`config.mk`:
```
export PLATFORM = sky130hd
export DESIGN_NAME = string_escape_decoder_unit
export DESIGN_NICKNAME = d
export VERILOG_FILES = /design/src/rtl/sed_pkg.sv /design/src/rtl/sed_decode.sv /design/src/rtl/sed_result_reg.sv /design/src/rtl/string_escape_decoder_unit.sv
export SDC_FILE = /design/constraint.sdc
export NUM_CORES = 1
export LEC_CHECK = 0
export ABC_AREA = 1
export BUFFER_PORTS_ARGS = -buffer_cell sky130_fd_sc_hd__buf_4
export CELL_PAD_IN_SITES_DETAIL_PLACEMENT = 1
export CELL_PAD_IN_SITES_GLOBAL_PLACEMENT = 1
export CORE_MARGIN = 2
export CORE_UTILIZATION = 43
export DETAILED_ROUTE_END_ITERATION = 8
export PLACE_DENSITY = 0.82
export SKIP_CTS_REPAIR_TIMING = 1
export SLEW_MARGIN = 30
export SYNTH_ARGS = -nofsm -noshare
export SYNTH_HDL_FRONTEND = slang
export SYNTH_HIERARCHICAL = 1
export SYNTH_SLANG_ARGS = --single-unit
```
`constraint.sdc`:
```
create_clock -name i_clk -period 3.8 [get_ports i_clk]
set_input_delay 0.76 -clock i_clk [delete_from_list [all_inputs] [get_ports i_clk]]
set_output_delay 0.76 -clock i_clk [all_outputs]
set_load 0.05 [all_outputs]
```
`src/rtl/sed_pkg.sv`:
```
`timescale 1ns / 1ps
`default_nettype none
// ----------------------------------------------------------------------------
// String escape decoder package
// Shared types, character codes and helper functions for the decoder.
// ----------------------------------------------------------------------------
package sed_pkg;

    localparam int MAX_DECODED_BYTES = 4095;
    localparam int DECODED_W         = 12;
    localparam int SAT_W             = $clog2(MAX_DECODED_BYTES + 1);
    localparam int CNT_W             = (SAT_W > DECODED_W) ? SAT_W : DECODED_W;

    localparam logic [7:0] CHAR_BACKSLASH = 8'h5C;
    localparam logic [7:0] CHAR_X         = 8'h78;
    localparam logic [7:0] CHAR_ZERO      = 8'h30;
    localparam logic [7:0] CHAR_NINE      = 8'h39;
    localparam logic [7:0] CHAR_N         = 8'h6E;
    localparam logic [7:0] CHAR_T         = 8'h74;
    localparam logic [7:0] CHAR_R         = 8'h72;
    localparam logic [7:0] CHAR_A         = 8'h61;
    localparam logic [7:0] CHAR_B         = 8'h62;
    localparam logic [7:0] CHAR_F         = 8'h66;
    localparam logic [7:0] CHAR_UPPER_A   = 8'h41;
    localparam logic [7:0] CHAR_UPPER_F   = 8'h46;

    localparam logic [7:0] BYTE_NUL       = 8'h00;
    localparam logic [7:0] BYTE_NEWLINE   = 8'h0A;
    localparam logic [7:0] BYTE_TAB       = 8'h09;
    localparam logic [7:0] BYTE_RETURN    = 8'h0D;
    localparam logic [7:0] BYTE_BELL      = 8'h07;
    localparam logic [7:0] BYTE_BACKSPACE = 8'h08;

    typedef enum logic [2:0] {
        MODE_NORMAL,
        MODE_ESCAPE,
        MODE_HEX_FIRST,
        MODE_HEX_SECOND,
        MODE_HEX_SECOND_BAD,
        MODE_DROP
    } t_mode;

    typedef enum logic [2:0] {
        ST_OK,
        ST_UNKNOWN,
        ST_BS_END,
        ST_BAD_HEX,
        ST_HEX_CUT
    } t_status;

    typedef struct packed {
        logic [7:0]           out_byte;
        logic                 has_byte;
        logic                 end_of_literal;
        t_status              status;
        logic [DECODED_W-1:0] decoded_count;
    } t_result;

    // Returns {valid, digit}; valid is 0 when the byte is not a hex digit.
    function automatic logic [4:0] hex_value(input logic [7:0] b);
        logic [4:0] res;
        res = 5'b0;
        if (b >= CHAR_ZERO && b <= CHAR_NINE) begin
            res = {1'b1, b[3:0]};
        end else if ((b >= CHAR_A && b <= CHAR_F) ||
                     (b >= CHAR_UPPER_A && b <= CHAR_UPPER_F)) begin
            res = {1'b1, 4'(b[3:0] + 4'd9)};
        end
        return res;
    endfunction

    // Returns {known, value} for the letter after a backslash.
    function automatic logic [8:0] escape_map(input logic [7:0] b);
        logic [8:0] res;
        res = 9'b0;
        unique case (b)
            CHAR_ZERO:      res = {1'b1, BYTE_NUL};
            CHAR_BACKSLASH: res = {1'b1, CHAR_BACKSLASH};
            CHAR_N:         res = {1'b1, BYTE_NEWLINE};
            CHAR_T:         res = {1'b1, BYTE_TAB};
            CHAR_R:         res = {1'b1, BYTE_RETURN};
            CHAR_A:         res = {1'b1, BYTE_BELL};
            CHAR_B:         res = {1'b1, BYTE_BACKSPACE};
            default:        res = 9'b0;
        endcase
        return res;
    endfunction

endpackage
`default_nettype wire

```
`src/rtl/sed_decode.sv`:
```
`timescale 1ns / 1ps
`default_nettype none
// ----------------------------------------------------------------------------
// Escape decode stage
// Holds the decode mode, first hex digit and byte count, and works out the
// result of one registered byte combinationally.
// ----------------------------------------------------------------------------
module sed_decode (
    input  wire logic              i_clk,
    input  wire logic              i_rst_n,
    input  wire logic              i_fire,
    input  wire logic [7:0]        i_byte_value,
    input  wire logic              i_is_last,
    input  wire logic              i_is_empty,
    output logic                   o_emit,
    output sed_pkg::t_result       o_result
);

    sed_pkg::t_mode               r_mode, n_mode;
    logic [3:0]                   r_hex, n_hex;
    logic [sed_pkg::CNT_W-1:0]    r_count, n_count;
    logic [sed_pkg::CNT_W-1:0]    sat_count;

    assign sat_count = (r_count < sed_pkg::CNT_W'(sed_pkg::MAX_DECODED_BYTES))
                       ? r_count + 1'b1 : r_count;

    always_ff @(posedge i_clk) begin
        if (!i_rst_n) begin
            r_mode  <= sed_pkg::MODE_NORMAL;
            r_hex   <= 4'd0;
            r_count <= '0;
        end else if (i_fire) begin
            r_mode  <= n_mode;
            r_hex   <= n_hex;
            r_count <= n_count;
        end
    end

    always_comb begin
        logic              do_byte;
        logic              do_err;
        logic              err_last;
        logic [7:0]        byte_val;
        sed_pkg::t_status  err_st;
        logic [4:0]        hv;
        logic [8:0]        esc;

        do_byte  = 1'b0;
        do_err   = 1'b0;
        err_last = 1'b1;
        byte_val = 8'd0;
        err_st   = sed_pkg::ST_OK;
        hv       = sed_pkg::hex_value(i_byte_value);
        esc      = sed_pkg::escape_map(i_byte_value);

        n_mode   = r_mode;
        n_hex    = r_hex;
        n_count  = r_count;
        o_emit   = 1'b0;
        o_result = '{out_byte: 8'd0, has_byte: 1'b0, end_of_literal: 1'b0,
                     status: sed_pkg::ST_OK, decoded_count: r_count[sed_pkg::DECODED_W-1:0]};

        if (i_is_empty) begin
            unique case (r_mode)
                sed_pkg::MODE_NORMAL: begin
                    o_emit                  = 1'b1;
                    o_result.end_of_literal = 1'b1;
                    n_count                 = '0;
                end
                sed_pkg::MODE_ESCAPE: begin
                    do_err = 1'b1;
                    err_st = sed_pkg::ST_BS_END;
                end
                sed_pkg::MODE_HEX_FIRST, sed_pkg::MODE_HEX_SECOND,
                sed_pkg::MODE_HEX_SECOND_BAD: begin
                    do_err = 1'b1;
                    err_st = sed_pkg::ST_HEX_CUT;
                end
                default: begin
                    n_mode  = sed_pkg::MODE_NORMAL;
                    n_count = '0;
                end
            endcase
        end else begin
            unique case (r_mode)
                sed_pkg::MODE_NORMAL: begin
                    if (i_byte_value == sed_pkg::CHAR_BACKSLASH) begin
                        if (i_is_last) begin
                            do_err = 1'b1;
                            err_st = sed_pkg::ST_BS_END;
                        end else begin
                            n_mode = sed_pkg::MODE_ESCAPE;
                        end
                    end else begin
                        do_byte  = 1'b1;
                        byte_val = i_byte_value;
                    end
                end
                sed_pkg::MODE_ESCAPE: begin
                    if (esc[8]) begin
                        do_byte  = 1'b1;
                        byte_val = esc[7:0];
                    end else if (i_byte_value == sed_pkg::CHAR_X) begin
                        if (i_is_last) begin
                            do_err = 1'b1;
                            err_st = sed_pkg::ST_HEX_CUT;
                        end else begin
                            n_mode = sed_pkg::MODE_HEX_FIRST;
                        end
                    end else begin
                        do_err   = 1'b1;
                        err_st   = sed_pkg::ST_UNKNOWN;
                        err_last = i_is_last;
                    end
                end
                sed_pkg::MODE_HEX_FIRST: begin
                    if (i_is_last) begin
                        do_err = 1'b1;
                        err_st = sed_pkg::ST_HEX_CUT;
                    end else if (hv[4]) begin
                        n_hex  = hv[3:0];
                        n_mode = sed_pkg::MODE_HEX_SECOND;
                    end else begin
                        n_hex  = 4'd0;
                        n_mode = sed_pkg::MODE_HEX_SECOND_BAD;
                    end
                end
                sed_pkg::MODE_HEX_SECOND: begin
                    if (hv[4]) begin
                        do_byte  = 1'b1;
                        byte_val = {r_hex, hv[3:0]};
                    end else begin
                        do_err   = 1'b1;
                        err_st   = sed_pkg::ST_BAD_HEX;
                        err_last = i_is_last;
                    end
                end
                sed_pkg::MODE_HEX_SECOND_BAD: begin
                    do_err   = 1'b1;
                    err_st   = sed_pkg::ST_BAD_HEX;
                    err_last = i_is_last;
                end
                default: begin
                    if (i_is_last) begin
                        n_mode  = sed_pkg::MODE_NORMAL;
                        n_count = '0;
                    end
                end
            endcase
        end

        if (do_byte) begin
            o_emit                  = 1'b1;
            o_result.out_byte       = byte_val;
            o_result.has_byte       = 1'b1;
            o_result.end_of_literal = i_is_last;
            o_result.decoded_count  = sat_count[sed_pkg::DECODED_W-1:0];
            n_mode                  = sed_pkg::MODE_NORMAL;
            n_count                 = i_is_last ? '0 : sat_count;
        end else if (do_err) begin
            o_emit                  = 1'b1;
            o_result.end_of_literal = 1'b1;
            o_result.status         = err_st;
            n_count                 = '0;
            n_mode                  = err_last ? sed_pkg::MODE_NORMAL : sed_pkg::MODE_DROP;
        end
    end

endmodule
`default_nettype wire

```
`src/rtl/sed_result_reg.sv`:
```
`timescale 1ns / 1ps
`default_nettype none
// ----------------------------------------------------------------------------
// Result register
// Holds one decoded result until the receiver takes it.
// ----------------------------------------------------------------------------
module sed_result_reg (
    input  wire logic              i_clk,
    input  wire logic              i_rst_n,
    input  wire logic              i_load,
    input  wire sed_pkg::t_result  i_result,
    input  wire logic              i_stall,
    output logic                   o_ready,
    output logic                   o_valid,
    output sed_pkg::t_result       o_result
);

    logic             r_valid;
    sed_pkg::t_result r_result;

    // The register can take a new result when empty or when it is read this cycle.
    assign o_ready = !r_valid || !i_stall;

    always_ff @(posedge i_clk) begin
        if (!i_rst_n) begin
            r_valid <= 1'b0;
        end else if (i_load) begin
            r_valid <= 1'b1;
        end else if (!i_stall) begin
            r_valid <= 1'b0;
        end
    end

    always_ff @(posedge i_clk) begin
        if (i_load) begin
            r_result <= i_result;
        end
    end

    assign o_valid  = r_valid;
    assign o_result = r_result;

endmodule
`default_nettype wire

```
`src/rtl/string_escape_decoder_unit.sv`:
```
`timescale 1ns / 1ps
`default_nettype none
// ----------------------------------------------------------------------------
// String escape decoder unit
// Decodes backslash escapes in the content bytes of a string literal.
// ----------------------------------------------------------------------------
// Usage: the input channel carries one content byte per transaction with a
// last-byte mark and an empty mark; a transaction is accepted at a clock edge
// where i_in_valid is high and o_in_stall is low. The output channel carries
// zero or one result per input transaction, taken at an edge where
// o_out_valid is high and i_out_stall is low.
// Path: an accepted byte sits in the input register, is decoded and is loaded
// into the result register when that register has room; the receiver takes
// its result from there.
// Throughput: one transaction per cycle while o_in_stall stays low. Bytes
// that open an escape or are dropped after an error produce no result and
// leave without waiting on the output side.
// Stall: while the receiver stalls, a pending result holds in the result
// register and bytes can still be taken into the input register; o_in_stall
// rises while the byte there has a result to load and no room for it.
// Reset: synchronous, active low; both registers empty, decode mode normal,
// byte count zero.
// ----------------------------------------------------------------------------
module string_escape_decoder_unit (
    input  wire logic        i_clk,
    input  wire logic        i_rst_n,
    input  wire logic        i_in_valid,
    output logic             o_in_stall,
    input  wire logic [7:0]  i_byte_value,
    input  wire logic        i_is_last,
    input  wire logic        i_is_empty,
    output logic             o_out_valid,
    input  wire logic        i_out_stall,
    output logic [7:0]       o_out_byte,
    output logic             o_has_byte,
    output logic             o_end_of_literal,
    output logic [2:0]       o_status,
    output logic [11:0]      o_decoded_count
);

    // Input register.
    logic             r_in_valid;
    logic [7:0]       r_in_byte;
    logic             r_in_last;
    logic             r_in_empty;

    logic             emit;
    logic             out_ready;
    logic             fire;
    sed_pkg::t_result dec_result;
    sed_pkg::t_result out_result;

    // The registered byte moves on when it produces no result, or when the
    // result register has room for the one it produces.
    assign fire       = r_in_valid && (!emit || out_ready);
    assign o_in_stall = r_in_valid && !fire;

    always_ff @(posedge i_clk) begin
        if (!i_rst_n) begin
            r_in_valid <= 1'b0;
        end else if (!o_in_stall) begin
            r_in_valid <= i_in_valid;
        end
    end

    always_ff @(posedge i_clk) begin
        if (i_in_valid && !o_in_stall) begin
            r_in_byte  <= i_byte_value;
            r_in_last  <= i_is_last;
            r_in_empty <= i_is_empty;
        end
    end

    sed_decode u_decode (
        .i_clk        (i_clk),
        .i_rst_n      (i_rst_n),
        .i_fire       (fire),
        .i_byte_value (r_in_byte),
        .i_is_last    (r_in_last),
        .i_is_empty   (r_in_empty),
        .o_emit       (emit),
        .o_result     (dec_result)
    );

    sed_result_reg u_result (
        .i_clk    (i_clk),
        .i_rst_n  (i_rst_n),
        .i_load   (fire && emit),
        .i_result (dec_result),
        .i_stall  (i_out_stall),
        .o_ready  (out_ready),
        .o_valid  (o_out_valid),
        .o_result (out_result)
    );

    assign o_out_byte       = out_result.out_byte;
    assign o_has_byte       = out_result.has_byte;
    assign o_end_of_literal = out_result.end_of_literal;
    assign o_status         = out_result.status;
    assign o_decoded_count  = out_result.decoded_count;

endmodule
`default_nettype wire

```
==> key figures, run 1 <==
Worst setup path
  – Crit-path slowest cell: edfxtp_1
  – Crit end category: output port
  – Req. time, crit path: 3.04 ns
  – Worst path max stage delay: 0.44 ns
  – R2R setup slack: 0.53 ns
  – Crit path cell chain: inv_2 -> ha_2 -> inv_1 -> nand3_1 -> nand3b_1 -> nand4_1 -> nand3_2 -> o21ai_2 -> nand3_1 -> o21bai_2 -> nand3_2 -> inv_1 -> buf_4
  – CP arrival: 2.78 ns
  – Critical path type: reg -> out
  – Reg-to-Reg Start: r_in_byte[0]
  – Nature of the critical path startpoint: flip-flop
  – Reg2reg end: u_decode/r_hex[3]
  – CP Max Fanout: 7
  – Reg2reg path depth: 15

Detailed routing
  – Total number of vias: 2953
  – First-pass iteration count of the detailed router: 4
  – WL final: 8877 um
  – Routed vias/inst: 5.283
  – Final ANT Viol Nets: 0
  – # DRC: 0
  – Wire per inst: 15.88 um
  – DR iter-0 viols: 103

Floorplanning
  – Die ar.: 0.008298 mm2
  – Chip width: 91.10 um
  – Ports: 41
  – Initial Util: 44.73%
  – Core Area: 0.007292 mm2
  – Die height: 91.10 um
  – Num rows: 31

Min path
  – Hold Path Class: reg -> reg
  – Worst hold start: u_result/o_valid
  – Hold Path Depth: 2
  – WHS Endpoint: u_result/o_valid

Placed design
  – HPWL after DPL: 6817 um
  – Port Buffer Count: 40
  – Routability cong.: 0.8872

Synthesis
  – Ys flop type: edfxtp_1
  – Asr flop ratio synth: 0%
  – #FFs+latches synth: 56
  – Yosys top cell area share: 32.22%
  – Synth top area cells: edfxtp_1, dfxtp_1, nand2_1, inv_1, nor2_1
  – Syn_area_per_cell: 7.841 um2
  – Mapped cell area: 0.003262 mm2
  – Post-synth top area cell: edfxtp_1
  – Cell variety after synth: 41
  – Sequential area share after synthesis: 45.11%
  – Post-Syn Instances: 416
  – Syn nets: 435
  – Number of synthesized flops with an enable pin: 35
  – Syn. warnings: 6

STA
  – RSZ-0062 raised after global routing: false
  – Slew @ Worst Pin: 0.6275 ns
  – Peak Freq: 0.2828 GHz
  – Slew Limit Fails: 0
  – Crit share post-route: 93.06%
  – Min Tclk post-route: 3.536 ns
  – Final-report setup violation count: 0
  – Max-slew headroom: 58.17%
  – TNS Setup: 0 ns
  – Endpoints failing hold: 0
  – Max Clock Skew: 0.007980 ns

Cells and area
  – Antenna diodes: 0
  – Nets@finish: 478
  – Area Overhead vs Synth: 15.53%
  – Layout cells sized above 1: 19.13%

Clock tree
  – TritonCTS clock tree: done
  – Worst skew pair latency: 0.31 ns
  – Root buffer selected by CTS: clkbuf_8
  – Clock-pin slew on the worst setup and hold paths: 0.10 ns
  – Number of buffers created by CTS: 5
  – Longest Clk Path Bufs: 2
  – H-tree levels: 2
  – Clock sink count: 56

GRT
  – Initial antenna violation count: 0
  – GRT Resource Usage Total: 22.07%
  – GR peak layer: met2
  – Met1 Usage GRT: 25.63%
  – Pin count of the biggest net entering global routing: 27
  – GRT met3 Usage: 3.071%
  – Global-route wire length before repair: 14830 um
  – Total global routing overflow: 0
  – Vias in the first global route: 3094
  – Met2 Usage GRT: 42.41%

Power and ir drop
  – VDD IR max: 0.0001530 V
  – Static Leakage: 1.617 nW
  – Pwr dens: 380.2 mW/mm2
  – Pwr Total: 1.433 mW

Status
  – Outcome: finished, final reports clean

Run
  – Max cap viols: 0
[state kept, by name, summed over array words and instances (netlist names)]
register	count
r_in_byte	8
r_in_empty	1
r_in_last	1
r_in_valid	1
u_decode/r_count	12
u_decode/r_hex	4
u_decode/r_mode	3
u_result/o_result	25
u_result/o_valid	1
[kinds of logic (layout without fill, tap and decap cells)]
family                   Yosys count  after routing  synth area share (%)
AO/OA/AOI/OAI                     85             85                 14.88
XOR/XNOR                           5              5                 1.342
adder cells (fa/ha/maj)            5              5                 1.918
buffers and inverters             66            110                 8.132
flip-flops                        56             56                 45.11
multiplexers                       1              1                0.3069
AND/OR/NAND/NOR                  198            198                 28.31
[routing by layer]
metal,part of all wire (%),routed length (um),up-vias
met4,1.3,116,0
li1,-,-,1471
met3,2.9,257,8
met1,42,3729,1427
met5,0,0,-
met2,54,4773,47
[worst max path at each step]
| stage | startpoint | end | slack, ns | cells past startpoint |
|---|---|---|---|---|
| CTS | r_in_byte[0] | o_in_stall | 0.14 | 15 |
| finish | r_in_byte[0] | o_in_stall | 0.26 | 13 |
| detailed placement | r_in_byte[0] | u_decode/r_hex[3] | 0.49 | 15 |
| floorplan | r_in_byte[0] | u_result/o_result[0] | 0.65 | 13 |
| global placement | r_in_byte[0] | o_in_stall | 0.60 | 14 |
| global route | r_in_byte[0] | o_in_stall | 0.03 | 15 |
[Yosys cell counts, types with 2 or more instances]
library cell	count
ha_1	5
a31oi_1	6
buf_2	2
nor4_1	2
inv_1	54
nand4_1	7
nor2_1	47
o31ai_1	2
or2_2	3
nand3_1	24
nand2_4	3
inv_2	4
nand2_1	88
a21oi_1	24
nor3_1	5
o21ai_0	28
xor2_1	4
a21oi_2	5
edfxtp_1	35
dfxtp_1	21
nand2_2	4
clkbuf_1	3
nor2_2	7
o21bai_1	2
o211ai_1	4
nor3_2	2
buf_4	2
o21ai_1	10
[layout by cell type (no fill, tap or decap), types with 2 or more instances in the layout]
cell	count
o211ai_1	4
or2_2	3
a21oi_1	24
inv_1	53
nor4_1	2
dfxtp_1	21
edfxtp_1	35
nor3_1	5
ha_1	4
nor2_1	47
nand3_2	2
xor2_1	4
nand2_2	4
nor3_2	2
clkbuf_8	5
a21oi_2	5
o21ai_0	28
a31oi_1	6
nand2_4	3
nand2_1	88
nand3_1	23
o31ai_1	2
nor2_2	7
buf_4	44
o21ai_1	10
nand4_1	7
inv_2	5
[power by group]
group / leakage [nW] / total (mW) / internal [mW] / switching, mW
Combinational: 1.07 / 0.371 / 0.108 / 0.263
Sequential: 0.505 / 0.730 / 0.697 / 0.0329
Clock: 0.0414 / 0.331 / 0.132 / 0.200
Total: 1.62 / 1.43 / 0.937 / 0.496
[cell type report]
type,count,area (um2)
tap,99,123.9
inverter,58,217.7
clock buffer,6,72.57
sequential,56,1471
multi-input combinational,294,1536
fill,956,3523
timing repair buffer,44,330.3
clock inverter,2,16.27
[per-stage QoR]
| step | std cells | hold slack (ns) | area [um2] | worst slack, ns | util (%) |
|---|---|---|---|---|---|
| 5_1_grt | 559 | 0.5022 | 3769 | 0.02751 | 51.68 |
| 4_1_cts | 557 | 0.4786 | 3742 | 0.1352 | 51.32 |
| 2_1_floorplan | 416 | 0.4454 | 3262 | 0.6487 | - |
| 3_3_place_gp | 549 | 0.4519 | 3654 | 0.5986 | 50.10 |
| 6_report | 559 | 0.4771 | 3769 | 0.2635 | 51.68 |
| 3_5_place_dp | 549 | 0.4631 | 3654 | 0.4864 | 50.10 |
[critical path, delay by kind of cell (launching register included)]
kind	cells	cell delay, ns
AO/OA/AOI/OAI	2	0.48
adder cells (fa/ha/maj)	1	0.23
buffers and inverters	4	0.43
flip-flops	1	0.44
AND/OR/NAND/NOR	6	0.89
Power figures use the tool's default switching activity.
==> run 2: changes to the inputs <==
--- a/config.mk
+++ b/config.mk
@@ -7,12 +7,13 @@
 export LEC_CHECK = 0
 export ABC_AREA = 1
 export BUFFER_PORTS_ARGS = -buffer_cell sky130_fd_sc_hd__buf_4
+export CAP_MARGIN = 0
 export CELL_PAD_IN_SITES_DETAIL_PLACEMENT = 1
 export CELL_PAD_IN_SITES_GLOBAL_PLACEMENT = 1
 export CORE_MARGIN = 2
-export CORE_UTILIZATION = 43
+export CORE_UTILIZATION = 38
 export DETAILED_ROUTE_END_ITERATION = 8
-export PLACE_DENSITY = 0.82
+export PLACE_DENSITY = 0.74
 export SKIP_CTS_REPAIR_TIMING = 1
 export SLEW_MARGIN = 30
 export SYNTH_ARGS = -nofsm -noshare
==> key figures, run 2 (same netlist as run 1, synthesis figures left out) <==
Power and ir drop
  – Static Leakage: 1.631 nW
  – Pwr dens: 378.1 mW/mm2
  – VDD IR max: 0.0001780 V
  – Pwr Total: 1.436 mW

Detailed routing
  – Wire per inst: 15.63 um
  – WL final: 8891 um
  – Routed vias/inst: 5.200
  – DR iter-0 viols: 99
  – Total number of vias: 2959
  – Final ANT Viol Nets: 0
  – # DRC: 0
  – First-pass iteration count of the detailed router: 4

Clock tree
  – Longest Clk Path Bufs: 2
  – TritonCTS clock tree: done
  – H-tree levels: 2
  – Number of buffers created by CTS: 5
  – Worst skew pair latency: 0.31 ns
  – Clock sink count: 56
  – Clock-pin slew on the worst setup and hold paths: 0.10 ns
  – Root buffer selected by CTS: clkbuf_8

Worst setup path
  – Crit path cell chain: inv_1 -> ha_1 -> inv_1 -> nand3_1 -> nand3b_1 -> nand4_1 -> nand3_1 -> o21ai_2 -> nand3_1 -> o21bai_2 -> nand3_2 -> inv_1 -> buf_4
  – Req. time, crit path: 3.04 ns
  – Worst path max stage delay: 0.47 ns
  – Critical path type: reg -> out
  – CP arrival: 2.90 ns
  – Crit-path slowest cell: edfxtp_1
  – Nature of the critical path startpoint: flip-flop
  – Stages on the worst setup path: 13
  – Reg2reg path depth: 14
  – Crit end category: output port
  – CP Max Fanout: 5
  – CP bufs+invs: 4
  – Family with the most delay on the worst path: simple AND/OR/NAND/NOR gates

Cells and area
  – Max FFs per register: 25
  – Layout cells sized above 1: 19.40%
  – Most common cell after layout, fill and taps aside: nand2_1
  – Fillcell total: 1045
  – Util after Layout: 46.00%
  – Area Overhead vs Synth: 16.46%
  – Antenna diodes: 0
  – Register area: 0.001471 mm2
  – Area of the multi-input gates: 0.001529 mm2
  – Nets@finish: 482
  – Commonest cells after routing, fill and taps aside: nand2_1, inv_1, buf_4
  – Layout Cells excl Fill: 569
  – Design Area, Final: 0.003799 mm2

STA
  – Slew @ Worst Pin: 0.5657 ns
  – Peak Freq: 0.2732 GHz
  – Fin worst setup slack: 0.1392 ns
  – Crit share post-route: 96.34%
  – Hold WS: 0.4760 ns
  – Max-slew headroom: 62.29%
  – Slew Limit Fails: 0
  – TNS Setup: 0 ns
  – Endpoints failing hold: 0
  – Min Tclk post-route: 3.661 ns
  – Max Clock Skew: 0.009631 ns
  – Final-report setup violation count: 0

Floorplanning
  – Core Area: 0.008258 mm2
  – Chip width: 96.65 um
  – Ports: 41
  – Initial Util: 39.50%
  – Num rows: 33
  – Die height: 96.65 um
  – Die ar.: 0.009341 mm2

GRT
  – Total global routing overflow: 0
  – GRT Resource Usage Total: 19.17%
  – Initial antenna violation count: 0
  – Pin count of the biggest net entering global routing: 27
  – Global-route wire length before repair: 14690 um
  – Vias in the first global route: 3012

Status
  – Outcome: finished, final reports clean

Placed design
  – Routability cong.: 0.8395
  – Placed cell count: 555
  – Placement Cell Area: 0.003661 mm2
  – Pre-CTS WS: 0.4099 ns
  – Port Buffer Count: 40
  – HPWL after DPL: 6919 um

Run
  – Max cap viols: 0

Min path
  – Hold Path Class: reg -> reg
  – Hold Path Depth: 2
==> run 2: area by class of cell <==
type | instances | share of cell area (%)
Clock buffer | 6 | 1.910
Clock inverter | 2 | 0.4282
Inverter | 58 | 5.731
Multi-Input combinational cell | 294 | 40.25
Sequential cell | 56 | 38.74
Tap cell | 105 | 3.459
Timing Repair Buffer | 48 | 9.486
==> run 2: report_power, final <==
| part | internal, mW | switching [mW] |
|---|---|---|
| clock network | 0.132 | 0.203 |
| logic | 0.110 | 0.262 |
| registers | 0.697 | 0.0322 |
| total | 0.940 | 0.497 |
==> run 2: layer usage <==
| metal | part of all wire, % | wire length [um] | GRT usage, % |
|---|---|---|---|
| met2 | 52 | 4586 | 34.35 |
| met5 | 0 | 0 | 0 |
| met4 | 1.9 | 166 | 6.176 |
| met3 | 3.3 | 291 | 3.324 |
| met1 | 43 | 3847 | 23.29 |
==> run 2: tightest hold or removal path: stages (launching register included) <==
cell     delay (ns)
dfxtp_1        0.32
nand2_1        0.06
a21oi_1        0.05
==> run 2: path summary, 6_finish.rpt <==
| kind | start | to | slack (ns) |
|---|---|---|---|
| max | r_in_byte[1] | o_in_stall | 0.14 |
| min | u_decode/r_hex[3] | u_decode/r_hex[3] | 0.48 |
| max reg2reg | r_in_byte[1] | u_result/o_result[3] | 0.44 |
| min reg2reg | u_decode/r_hex[3] | u_decode/r_hex[3] | 0.48 |
